--- config.mk ---
export PLATFORM = sky130hd
export DESIGN_NAME = mvb_queue
export DESIGN_NICKNAME = d
export VERILOG_FILES = /design/src/rtl/core/mvb_pkg.sv /design/src/rtl/core/mvb_queue.sv
export SDC_FILE = /design/constraint.sdc
export NUM_CORES = 1
export LEC_CHECK = 0
export BUFFER_PORTS_ARGS = -buffer_cell sky130_fd_sc_hd__buf_4
export CAP_MARGIN = 20
export CORE_AREA = 2 2 226 228
export DETAILED_ROUTE_END_ITERATION = 7
export DIE_AREA = 0 0 228 230
export SETUP_SLACK_MARGIN = 0.4
export SYNTH_ARGS = -nofsm -noshare
export SYNTH_HDL_FRONTEND = slang
export SYNTH_SLANG_ARGS = --single-unit
--- constraint.sdc ---
create_clock -name clk -period 5.89 [get_ports clk]
set_input_delay 0.8835 -clock clk [delete_from_list [all_inputs] [get_ports clk]]
set_output_delay 0.8835 -clock clk [all_outputs]
set_load 0.01 [all_outputs]
--- src/rtl/core/mvb_pkg.sv ---
// Shared types and constants for the matrix-vector multiply with bias block.
// No dependencies; every other file of the block refers to this package.
package mvb_pkg;

    localparam int MAX_INPUT_LENGTH = 1024;
    localparam int QUEUE_DEPTH      = 4;

    localparam int VALUE_W   = 16;
    localparam int BIAS_W    = 32;
    localparam int PROD_W    = 2 * VALUE_W;
    localparam int SUM_W     = 48;
    localparam int ROW_W     = 16;
    localparam int IN_LEN_W  = 11;
    localparam int CFG_IDX_W = 2;
    localparam int CFG_DAT_W = 16;

    localparam logic OP_LOAD   = 1'b0;
    localparam logic OP_WEIGHT = 1'b1;

    localparam logic [CFG_IDX_W-1:0] CFG_INPUT_LENGTH  = 2'd0;
    localparam logic [CFG_IDX_W-1:0] CFG_OUTPUT_LENGTH = 2'd1;
    localparam logic [CFG_IDX_W-1:0] CFG_USE_BIAS      = 2'd2;

    typedef struct packed {
        logic [IN_LEN_W-1:0] input_length;
        logic [ROW_W-1:0]    output_length;
        logic                use_bias;
    } cfg_t;

    typedef struct packed {
        logic [VALUE_W-1:0] weight;
        logic [VALUE_W-1:0] vec;
        logic [BIAS_W-1:0]  start_value;
        logic               first;
        logic               row_end;
        logic [ROW_W-1:0]   row_number;
        logic               last_row;
    } mac_item_t;

endpackage

--- src/rtl/core/mvb_queue.sv ---
// Short first-in first-out queue of multiply-accumulate items between the
// front and back ends. Uses mvb_pkg for the item type.
module mvb_queue #(
    parameter int DEPTH = mvb_pkg::QUEUE_DEPTH
) (
    input  logic               clk,
    input  logic               rst_n,
    input  logic               push_valid,
    output logic               push_ready,
    input  mvb_pkg::mac_item_t push_item,
    output logic               pop_valid,
    input  logic               pop_ready,
    output mvb_pkg::mac_item_t pop_item
);

    localparam int PW = (DEPTH > 1) ? $clog2(DEPTH) : 1;
    localparam int CW = $clog2(DEPTH + 1);

    mvb_pkg::mac_item_t entries [DEPTH];
    logic [PW-1:0]      wr_ptr_reg, rd_ptr_reg;
    logic [CW-1:0]      count_reg;
    logic               do_push, do_pop;

    assign push_ready = (count_reg != CW'(DEPTH));
    assign pop_valid  = (count_reg != '0);
    assign do_push    = push_valid && push_ready;
    assign do_pop     = pop_valid && pop_ready;
    assign pop_item   = entries[rd_ptr_reg];

    always_ff @(posedge clk or negedge rst_n)
    begin
        if (!rst_n)
        begin
            wr_ptr_reg <= '0;
            rd_ptr_reg <= '0;
            count_reg  <= '0;
        end
        else
        begin
            if (do_push)
            begin
                wr_ptr_reg <= (32'(wr_ptr_reg) == DEPTH - 1) ? '0 : wr_ptr_reg + PW'(1);
            end
            if (do_pop)
            begin
                rd_ptr_reg <= (32'(rd_ptr_reg) == DEPTH - 1) ? '0 : rd_ptr_reg + PW'(1);
            end
            if (do_push && !do_pop)
            begin
                count_reg <= count_reg + CW'(1);
            end
            else if (do_pop && !do_push)
            begin
                count_reg <= count_reg - CW'(1);
            end
        end
    end

    always_ff @(posedge clk)
    begin
        if (do_push)
        begin
            entries[wr_ptr_reg] <= push_item;
        end
    end

endmodule

Word level (Yosys, flattened, before mapping)
Memories as Yosys holds them, arrays and structs flattened.
Cells that the tools add are included.
W data, S select, Z words.
Word-level totals
  memory bits (writable): 332
  register bits after elaboration: 7
  bits of input ports: 87
  output and inout port bits: 85
  memories: 1
Memories
  entries: depth 4, width 83, rd ports 1, clocked after Yosys merged registers in 0, write ports 1, RTL line mvb_queue.sv:19  | mvb_pkg::mac_item_t entries [DEPTH];
Operators by class
  add/subtract/negate cells: 4
  eq/ne operators: 3
  reduce and logical (&&, ||, !) cells: 8
  mux-type cells: 6
Operators with widths (count)
  $mux W3: 2
  $add A2 B1 Y2 const B: 2
  $eq A2 B2 Y1 const B: 2
  $logic_and A1 B1 Y1: 4
  $mux W2: 2
  $add A3 B1 Y3 const B: 1
  $ne A3 B3 Y1 const B: 1
  $reduce_bool A3 Y1: 1
  $sub A3 B1 Y3 const B: 1
  $logic_not A1 Y1: 2
  $mux W1: 2
  $reduce_bool A2 Y1: 1

Longest topological paths before layout
  depth after elaboration: 6
  depth in mapped cells: 8
  mapped depth without buffers: 8

Least setup slack after synthesis
Ideal clock, no wire load.
  kind: in2reg
  from: input push_valid
  to: memory entries[3][0] (netlist bit) (enable)
  data arrival time: 1981 ps
  stages: 1
  slack: 3505 ps
  buffers on the path: 0
  cell sequence: and3_2
Between the ends
  cells in the longest elaborated chain, start to end: 3
RTL lines
  from (decl): RTL line mvb_queue.sv:8  | input logic push_valid,
  $logic_and A1 B1 Y1: RTL line mvb_queue.sv:26  | assign do_push = push_valid && push_ready;
  $mux W1: RTL line mvb_queue.sv:61  | if (do_push)
  $mux W1 (implied by the code): RTL line mvb_queue.sv:63  | entries[wr_ptr_reg] <= push_item;
  to (decl): RTL line mvb_queue.sv:19
Every way passes these cells.

==> flow_summary.toml <==
[run_status]
status = "finished, final reports clean"

[synth]
synth_top_area_share_pct = 80.3
yosysWarnings = 0
syn_avg_cell_area_um2 = 26.4
synth_area_mm2 = 0.0124
yosys.area.top_type = "edfxtp_1"
synthArstFlopShare_pct = 2.06
synth_ff_type = "edfxtp_1"
synth.area.top_cells = "edfxtp_1 (80%), mux4_2 (15%), dfrtp_1 (1.4%), ha_1 (0.60%), buf_6 (0.54%)"
ys_ff_latch = 339
yosysMostFrequentCell = "edfxtp_1"
synth_common_cells = "edfxtp_1 (332), mux4_2 (83), buf_2 (8)"
synth.net_count = 564
synth.distinct_cells = 20
synth_edf_count = 332
synth_seq_area_share_pct = 81.7
syn_inst = 470

[die]
io_pins = 172
die_h_um = 230
initial_core_util_pct = 24.9
die_w_um = 228
rows = 82
coreArea_mm2 = 0.0499
die-area_mm2 = 0.0524

[routing]
drc_errors = 0
antenna_left = 0
routedWlPerCell_um = 17.6
first_pass_iters = 4
drt_iter0_drc = 212
via_per_inst = 4.02
route.vias.total = 5503
wirelength_um = 24100

[cells_and_area]
multi_input_area_mm2 = 0.00214
fin_cells = 1368
nNetsFinal = 762
nFillCells = 4819
largest_reg_flops = 332
layout-drive-gt1-share_pct = 46.8
n_antenna_cell = 0
ff_latch_area_mm2 = 0.0102
syn_to_final_growth_pct = 26.5

[power_and_ir_drop]
swShare_pct = 27.6
powerDensity_mw_per_mm2 = 508
p_clk_share_pct = 29.0
seqPwrFrac_pct = 43.2
p_int_uw = 5780
p_sw_uw = 2200
power.leakage_uw = 0.00523
comb_power_share_pct = 27.8
peakVddDrop_v = 0.000315

[sta]
post-route-period-util_pct = 60.9
max_freq_mhz = 279
worstMarginPinSlew_ns = 0.866
rsz0062_at_grt = "false"
final.min_clock_period_ns = 3.59
relSlewSlack_pct = 42.3
tns_ns = 0
finalSetupViolations = 0
slew_viol_final = 0
hold_viol = 0
finalClockSkew_ns = 0.0157

[placement]
gp_congestion = 0.657
hpwl_um = 14300
port_buffers = 171
placed_cells = 1300

[cts]
cts_hold_buffers = 0
clockRootBuffer = "clkbuf_16"
clk-insertion-delay-late_ns = 0.53
clk_transition_reported_paths_ns = 0.06
cts_tree = "done"
cts_buffers = 38
clock-sinks = 339
cts_resized = 0
cts_setup_buffers = 0
h-tree-depth = 2
cts.path.max_buffers = 3

[critical_path]
r2r_start = "count_reg[2]"
worstReg2RegEnd = "entries[1][58]"
worstPathRequired_ns = 5.01
reg2reg_slack_ns = 3.45
setup.worst_path.class = "reg -> out"
crit_fanout = 48
end_kind = "primary output"
rr_worst_depth = 3
start_kind = "register"
arrival_ns = 2.70

[grt]
antenna_found_initial = 1
grt_start_max_net_pins = 53
grt_pass1_wl_um = 36900
grt_pass1_vias = 6068
overflow = 0
grt_util_all_layers_pct = 9.34

[hold_path]
hold_class = "in -> async"

[run]
max-cap-violations = 0
-- worst max-delay path by stage --
stage                              from  slack (ns)            end  cells after the start
after floorplan              push_valid        3.51  entries[3][0]                      1
after detailed placement  rd_ptr_reg[0]        2.72   pop_item[50]                      3
final                     rd_ptr_reg[0]        2.30   pop_item[50]                      3
after CTS                 rd_ptr_reg[0]        2.13   pop_item[50]                      3
after global placement    rd_ptr_reg[0]        2.71   pop_item[50]                      3
after global routing      rd_ptr_reg[0]        2.03   pop_item[45]                      3
-- power groups by stage --
stage	clock, uW	combinational (uW)	sequential [uW]
floorplan	0	1460	3320
global placement	0	2290	3510
detailed placement	0	2290	3520
CTS	2400	2300	3480
global route	2500	2400	3520
finish	2310	2220	3450
-- stage by stage --
stage                     util (%)  area (um^2)  power (uW)  hold WS [ns]  worst slack [ns]
after floorplan                  -        12400        4780         0.447              3.51
after global placement        29.1        14500        5800         0.464              2.71
after detailed placement      29.1        14500        5810         0.473              2.72
after CTS                     31.5        15700        8170         0.123              2.13
after global routing          31.5        15700        8420         0.134              2.03
final                         31.5        15700        7980         0.170              2.30
-- cells by family after synthesis --
kind of cell               after synthesis  synth area share (%)
xor gates and xnor gates                 3                 0.212
buffers and inverters                   22                  1.20
adders and majority gates                7                 0.766
DFF                                    339                  81.7
muxes                                   88                  15.6
and+or+nand+nor                         11                 0.584
-- critical path, cell delays in order (launching register included) --
cell and delay [ns]:
dfrtp_4 0.94, buf_12 0.45, mux4_2 0.59, buf_4 0.16
-- per-layer routing --
layer	vias up	track usage [%]	wire [um]
met5	-	0	13
met4	2	3.02	567
met3	45	3.67	1800
met2	142	15.1	11500
met1	2886	11.5	10300
li1	2428	-	-
-- final cells by class --
cell class | count | area share (%)
flip-flops and latches | 339 | 64.6
multi-input cells | 109 | 13.6
repair buffers | 177 | 8.54
clock buffers | 51 | 6.56
well taps | 672 | 5.35
clock inverters | 17 | 1.23
inverters | 3 | 0.0717
-- cells in the final DEF, fill, tap and decap left out, drive strengths merged --
cell type / netlist / layout
edfxtp: 332 / 332
buf: 17 / 177
mux4: 83 / 83
clkbuf: 2 / 51
clkinv: 0 / 11
dfrtp: 7 / 7
ha: 6 / 6
mux2: 5 / 5
and3: 4 / 4
bufinv: 0 / 4
inv: 3 / 4
nor2: 3 / 3
xor2: 2 / 2
or3: 1 / 1
nand2: 1 / 1
or3b: 1 / 1
and2: 1 / 1
xnor2: 1 / 1
fa: 1 / 1
clkinvlp: 0 / 1
No activity file was read; power rests on OpenSTA's default activity.
