## src/rtl/core/mvb_pkg.sv

```systemverilog
// Shared types and constants for the matrix-vector multiply with bias block.
// No dependencies; every other file of the block refers to this package.
package mvb_pkg;

    localparam int MAX_INPUT_LENGTH = 1024;
    localparam int QUEUE_DEPTH      = 4;

    localparam int VALUE_W   = 16;
    localparam int BIAS_W    = 32;
    localparam int PROD_W    = 2 * VALUE_W;
    localparam int SUM_W     = 48;
    localparam int ROW_W     = 16;
    localparam int IN_LEN_W  = 11;
    localparam int CFG_IDX_W = 2;
    localparam int CFG_DAT_W = 16;

    localparam logic OP_LOAD   = 1'b0;
    localparam logic OP_WEIGHT = 1'b1;

    localparam logic [CFG_IDX_W-1:0] CFG_INPUT_LENGTH  = 2'd0;
    localparam logic [CFG_IDX_W-1:0] CFG_OUTPUT_LENGTH = 2'd1;
    localparam logic [CFG_IDX_W-1:0] CFG_USE_BIAS      = 2'd2;

    typedef struct packed {
        logic [IN_LEN_W-1:0] input_length;
        logic [ROW_W-1:0]    output_length;
        logic                use_bias;
    } cfg_t;

    typedef struct packed {
        logic [VALUE_W-1:0] weight;
        logic [VALUE_W-1:0] vec;
        logic [BIAS_W-1:0]  start_value;
        logic               first;
        logic               row_end;
        logic [ROW_W-1:0]   row_number;
        logic               last_row;
    } mac_item_t;

endpackage

```

## src/rtl/core/mvb_back.sv

```systemverilog
// Back end: registered 16x16 multiply, saturating 48-bit accumulate and the
// result output register. Uses mvb_pkg for the item type and widths.
module mvb_back (
    input  logic                              clk,
    input  logic                              rst_n,
    input  logic                              item_valid,
    output logic                              item_ready,
    input  mvb_pkg::mac_item_t                item,
    output logic                              out_valid,
    input  logic                              out_ready,
    output logic [mvb_pkg::ROW_W-1:0]         row_number,
    output logic signed [mvb_pkg::SUM_W-1:0]  dot_sum,
    output logic                              last_row
);

    localparam logic signed [mvb_pkg::SUM_W-1:0] SUM_MAX = {1'b0, {(mvb_pkg::SUM_W-1){1'b1}}};
    localparam logic signed [mvb_pkg::SUM_W-1:0] SUM_MIN = {1'b1, {(mvb_pkg::SUM_W-1){1'b0}}};

    logic                               m_valid_reg;
    logic signed [mvb_pkg::PROD_W-1:0]  m_prod_reg;
    logic [mvb_pkg::BIAS_W-1:0]         m_start_reg;
    logic                               m_first_reg;
    logic                               m_row_end_reg;
    logic [mvb_pkg::ROW_W-1:0]          m_row_reg;
    logic                               m_last_reg;

    logic signed [mvb_pkg::SUM_W-1:0]   acc_reg, acc_next;
    logic                               out_valid_reg;
    logic [mvb_pkg::ROW_W-1:0]          out_row_reg;
    logic signed [mvb_pkg::SUM_W-1:0]   out_sum_reg;
    logic                               out_last_reg;

    logic signed [mvb_pkg::PROD_W-1:0]  prod;
    logic signed [mvb_pkg::SUM_W-1:0]   base;
    logic signed [mvb_pkg::SUM_W:0]     sum_wide;
    logic                               m_adv, pop;

    assign m_adv      = m_valid_reg && (!m_row_end_reg || !out_valid_reg || out_ready);
    assign pop        = item_valid && (!m_valid_reg || m_adv);
    assign item_ready = !m_valid_reg || m_adv;
    assign prod       = $signed(item.weight) * $signed(item.vec);

    always_comb
    begin
        base = m_first_reg ? mvb_pkg::SUM_W'($signed(m_start_reg)) : acc_reg;
        sum_wide = (mvb_pkg::SUM_W+1)'(base) + (mvb_pkg::SUM_W+1)'(m_prod_reg);
        if (sum_wide[mvb_pkg::SUM_W] != sum_wide[mvb_pkg::SUM_W-1])
        begin
            acc_next = sum_wide[mvb_pkg::SUM_W] ? SUM_MIN : SUM_MAX;
        end
        else
        begin
            acc_next = sum_wide[mvb_pkg::SUM_W-1:0];
        end
    end

    always_ff @(posedge clk or negedge rst_n)
    begin
        if (!rst_n)
        begin
            m_valid_reg   <= 1'b0;
            out_valid_reg <= 1'b0;
            acc_reg       <= '0;
        end
        else
        begin
            if (pop)
            begin
                m_valid_reg <= 1'b1;
            end
            else if (m_adv)
            begin
                m_valid_reg <= 1'b0;
            end
            if (m_adv)
            begin
                acc_reg <= acc_next;
            end
            if (m_adv && m_row_end_reg)
            begin
                out_valid_reg <= 1'b1;
            end
            else if (out_ready)
            begin
                out_valid_reg <= 1'b0;
            end
        end
    end

    always_ff @(posedge clk)
    begin
        if (pop)
        begin
            m_prod_reg    <= prod;
            m_start_reg   <= item.start_value;
            m_first_reg   <= item.first;
            m_row_end_reg <= item.row_end;
            m_row_reg     <= item.row_number;
            m_last_reg    <= item.last_row;
        end
        if (m_adv && m_row_end_reg)
        begin
            out_row_reg  <= m_row_reg;
            out_sum_reg  <= acc_next;
            out_last_reg <= m_last_reg;
        end
    end

    assign out_valid  = out_valid_reg;
    assign row_number = out_row_reg;
    assign dot_sum    = out_sum_reg;
    assign last_row   = out_last_reg;

endmodule

```

## config.mk

```make
export PLATFORM = sky130hd
export DESIGN_NAME = mvb_back
export DESIGN_NICKNAME = d
export VERILOG_FILES = /design/src/rtl/core/mvb_pkg.sv /design/src/rtl/core/mvb_back.sv
export SDC_FILE = /design/constraint.sdc
export NUM_CORES = 1
export LEC_CHECK = 0
export BUFFER_PORTS_ARGS = -buffer_cell sky130_fd_sc_hd__buf_2
export CAP_MARGIN = 20
export CORE_ASPECT_RATIO = 0.8
export CORE_UTILIZATION = 60
export DETAILED_ROUTE_END_ITERATION = 10
export HOLD_SLACK_MARGIN = 0.05
export PLACE_DENSITY = 0.78
export SETUP_SLACK_MARGIN = 0.15
export SLEW_MARGIN = 30
export SYNTH_ARGS = -nofsm -noshare
export SYNTH_HDL_FRONTEND = slang
export SYNTH_SLANG_ARGS = --single-unit
```

## constraint.sdc

```tcl
create_clock -name clk -period 5.5 [get_ports clk]
set_input_delay 1.1 -clock clk [delete_from_list [all_inputs] [get_ports clk]]
set_output_delay 1.1 -clock clk [all_outputs]
set_load 0.05 [all_outputs]
```

[Word level (Yosys, flattened, before mapping)]
Cells that the tools add are included.
Storage, ports and cells
  flip-flop bits (word level): 198
  input port bits: 87
  word-level logic and storage cells: 33
Cells by class
  add/subtract/negate cells: 1
  $mul: 1
  equal/unequal tests: 1
  mux-type cells: 7
  reduce and logical (&&, ||, !) cells: 11
Operator list (number)
  48-bit 2-to-1 mux: 3
  48-bit by 32-bit adder with 49-bit output: 1
  16-bit by 16-bit multiplier with 32-bit output: 1
  1-bit 2-to-1 mux: 4
  2-bit nonzero test: 2
  1-bit logical AND: 3
  1-bit logical NOT: 3
  1-bit logical OR: 3
  1-bit != test: 1

[Depth between registers and ports, before layout]
  depth after elaboration: 7
  mapped depth: 23
  depth with buffers taken out: 22

[Worst setup path after synthesis]
OpenSTA, ideal clock, no wires.
  kind: input-to-reg
  start: in item[82] in the netlist's numbering
  end: reg m_prod_reg[30] in the netlist's numbering (data pin)
  library setup time: 0.258 ns
  arrival time: 6.772 ns
  slack: -1.530 ns
  stages: 21
  path through: clkbuf_1 nand2_1 inv_1 fa_1 fa_1 inv_1 fa_1 fa_1 inv_1 fa_1 inv_1 fa_1 inv_1 ha_1 a21o_1 a221oi_1 nor2b_1 a41o_1 a21o_1 a221o_1 xor2_1
Between the ends
  cells in the longest elaborated chain, start to end: 1
RTL lines
  start, declared: line mvb_back.sv:8  | input mvb_pkg::mac_item_t item,
  16-bit by 16-bit multiplier with 32-bit output: line mvb_back.sv:41  | assign prod = $signed(item.weight) * $signed(item.vec);
  net prod, one bit: line mvb_back.sv:33  | logic signed [mvb_pkg::PROD_W-1:0] prod;
  end signal, assigned: line mvb_back.sv:94  | m_prod_reg <= prod;
  end, declared: line mvb_back.sv:20  | logic signed [mvb_pkg::PROD_W-1:0] m_prod_reg;
The timed path passes the listed nets, and every way through them passes these cells.
A chain may end at the register's enable or synchronous reset.

[Final worst setup path]
  start: in item[52] in the netlist's numbering
  end: reg m_prod_reg[30] in the netlist's numbering (data pin)
Same word-level chain as after synthesis.

==> reports/qor.txt <==
# setup viols final - 19
Num rows - 59
Nets - 2688
Worst Slack Setup Final - -0.703 ns
Fin crit period - 6.20 ns
Mapped cell area - 0.0199 mm^2
Most used flip-flop cell after synthesis - edfxtp_1
Crit-path slowest cell - fa_1
Syn avg cell area - 10.5 um^2
Worst-Skew Late Latency - 0.46 ns
# clock sinks - 198
Yosys warnings - 0
Cts hold-fix bufs - 0
Failing checks - negative setup slack
Placer's final routability congestion estimate - 0.959
Hold wc startpoint - m_row_reg[4]$_DFFE_PP_
Status - complete, but fails checks
Total Wirelength - 49400 um
Worst Hold Class - reg -> reg
Worst slew pin tran - 0.826 ns
Yosys top cell by area - fa_1
Antenna Nets Post-Route - 0
Largest net degree at the start of global routing - 55
Commonest cells in the netlist - inv_1 (324), fa_1 (263), nand2_1 (180)
CORE AREA - 0.0326 mm^2
Area Overhead vs Synth - 21.2%
Fmax - 161 MHz
Most used cell, CP - fa_1
Root Driver - clkbuf_16
Port Buffers - 153
EDFF count, synth - 148
1st-pass router iterations - 5
Sequential share of the synthesized area - 28.6%
Nature of the critical path endpoint - flip-flop
Critical path arrival - 6.41 ns
H-tree depth - 4
Number of max-cap violations - 0
# IOs - 154
Drt drc - 0
Synth top area cells - fa_1 (26%), edfxtp_1 (22%), ha_1 (8.2%)
Die area - 0.0339 mm^2
Dpl hpwl - 38200 um
Total clock buffers created by CTS - 17
Share of the synthesized area in the top cell type - 26.5%
Initial antenna violation count - 1
Setup CP Type - in -> reg
Cell Area, Placed - 0.0226 mm^2
GR Util All Layers - 30.5%
Detailed-route wire length per cell - 18.7 um
Iteration-0 DRC Markers - 1150
Starting Density - 61.1%
Average vias per placed instance - 5.74
CP Launch Type - primary input
Post-route cell area - 0.0241 mm^2
CTS tree - done
Count of final hold-check violations - 0
Synth Register Bits - 198
Rel. slew slack - 44.9%
R2R cell count - 13
CTS Buffer Depth - 2
Syn Nets - 2382
Die Y - 165 um
Die Width - 206 um
Place WS - -1.36 ns
Share of layout cells above drive strength 1 - 28.0%
RSZ-0062 raised after global routing - yes
Clock transition at the registers of the reported paths - 0.07 ns
Total congestion overflow - 0
WHS Endpoint - row_number[4]$_DFFE_PP_
WP data required - 5.70 ns
Post-synth cell types - 75
Crit path from - item[52]
Mapped Cells - 1902
Most frequent cell after synthesis - inv_1
DR vias - 15200
Worst stage delay on the critical path - 0.53 ns
Hold Crit Depth - 0
CP Max Fanout - 4
First-pass GRT wire length - 79100 um
Vias in the first global route - 15800
Setup Skew - 0.0183 ns
Period utilization - 113%
Worst R2R End - acc_reg[13]$_DFFE_PN0P_
Critical path cell sequence - buf_12 -> buf_6 -> nand2_4 -> inv_4 -> buf_6 -> fa_1 -> inv_2 -> fa_2 -> fa_1 -> inv_2 -> fa_2 -> fa_1 -> fa_1 -> ha_4 -> and3_4 -> a211oi_4 -> o21ai_4 -> o21ai_2 -> a21oi_2 -> a21o_1 -> a221o_1 -> xor2_1
R2R Setup Slk - 0.56 ns
Worst R2R Start - m_first_reg$_DFFE_PP_
Post-synth ARST share - 25.3%
Slew Viols, Final - 0
==> layer usage <==
metal,global-route usage (%),vias to the layer above,share of wire [%],wire length (um)
met4,10.6,0,3.3,1650
met2,50.3,673,48,23700
met5,0,-,0,0
met3,5.01,126,7.5,3730
met1,41.0,7568,41,20300
li1,-,6828,-,-
==> cells by family (layout without fill, tap and decap cells) <==
group | after synthesis | in the layout | synth area share (%)
XOR/XNOR | 75 | 75 | 3.30
multiplexers | 66 | 66 | 3.75
AO/OA/AOI/OAI | 306 | 306 | 10.2
buffers and inverters | 394 | 712 | 7.58
adder cells (fa/ha/maj) | 396 | 396 | 34.8
other | 0 | 1 | 0
AND/OR/NAND/NOR | 467 | 467 | 11.7
flip-flops | 198 | 198 | 28.6
==> final cells by class <==
type | instances | area (um^2)
Multi-Input combinational cell | 1310 | 13400
Fill cell | 2183 | 8450
Sequential cell | 198 | 5700
Timing Repair Buffer | 357 | 2720
Inverter | 324 | 1220
Tap cell | 427 | 534
Clock buffer | 18 | 429
Clock inverter | 13 | 146
Antenna cell | 1 | 2.50
==> how the worst max path moves through the flow <==
stage	end	slack (ns)	cells after the start
detailed placement	m_prod_reg[30]$_DFFE_PP_	-1.36	20
global route	m_prod_reg[30]$_DFFE_PP_	-0.80	19
global placement	m_prod_reg[31]$_DFFE_PP_	-1.20	22
floorplan	m_prod_reg[30]$_DFFE_PP_	-0.87	21
finish	m_prod_reg[30]$_DFFE_PP_	-0.70	22
CTS	m_prod_reg[30]$_DFFE_PP_	-0.67	18
==> what timing repair did <==
action | in CTS | in global routing
buffers inserted | 22 | 6
endpoints found under the hold margin | 0 | 0
setup endpoints to repair | 22 | 22
gates resized for setup | 116 | 79
pin swaps | 61 | 57
gates cloned | 2 | 0
==> worst max-delay path, delay by kind of cell <==
kind	cells	cell delay, ns
buffers and inverters	6	0.48
XOR/XNOR	1	0.17
AO/OA/AOI/OAI	6	1.21
adder cells (fa/ha/maj)	7	3.17
AND/OR/NAND/NOR	2	0.27
==> cell usage in the layout (no fill, tap or decap), drive strengths merged, types with 7 or more instances in the layout <==
cell      n
buf     354
inv     328
fa      263
nand2   180
edfxtp  148
and2    132
ha      130
a21oi    87
o21ai    73
mux2     65
nor2     63
dfrtp    50
xnor2    46
a21o     42
xor2     29
clkbuf   21
nand2b   16
nand4    13
a31oi    13
o21a     13
o21bai   12
nor3     12
and3     11
o211ai   10
nor2b     9
nand3     9
a211oi    7
==> through the flow <==
| step | hold slack, ns | TNS, ns | cells | utilization, % |
|---|---|---|---|---|
| global route | 0.433 | -10.78 | 2648 | 74.0 |
| floorplan | 0.400 | -8.26 | 1902 | - |
| CTS | 0.421 | -7.08 | 2641 | 73.1 |
| detailed placement | 0.405 | -19.25 | 2586 | 69.4 |
| finish | 0.419 | -8.07 | 2648 | 74.0 |
| global placement | 0.401 | -17.68 | 2586 | 69.4 |
Power is left out: the tool's default activity adds up to more than one toggle a clock period on the data nets, which glitch-free logic cannot reach.
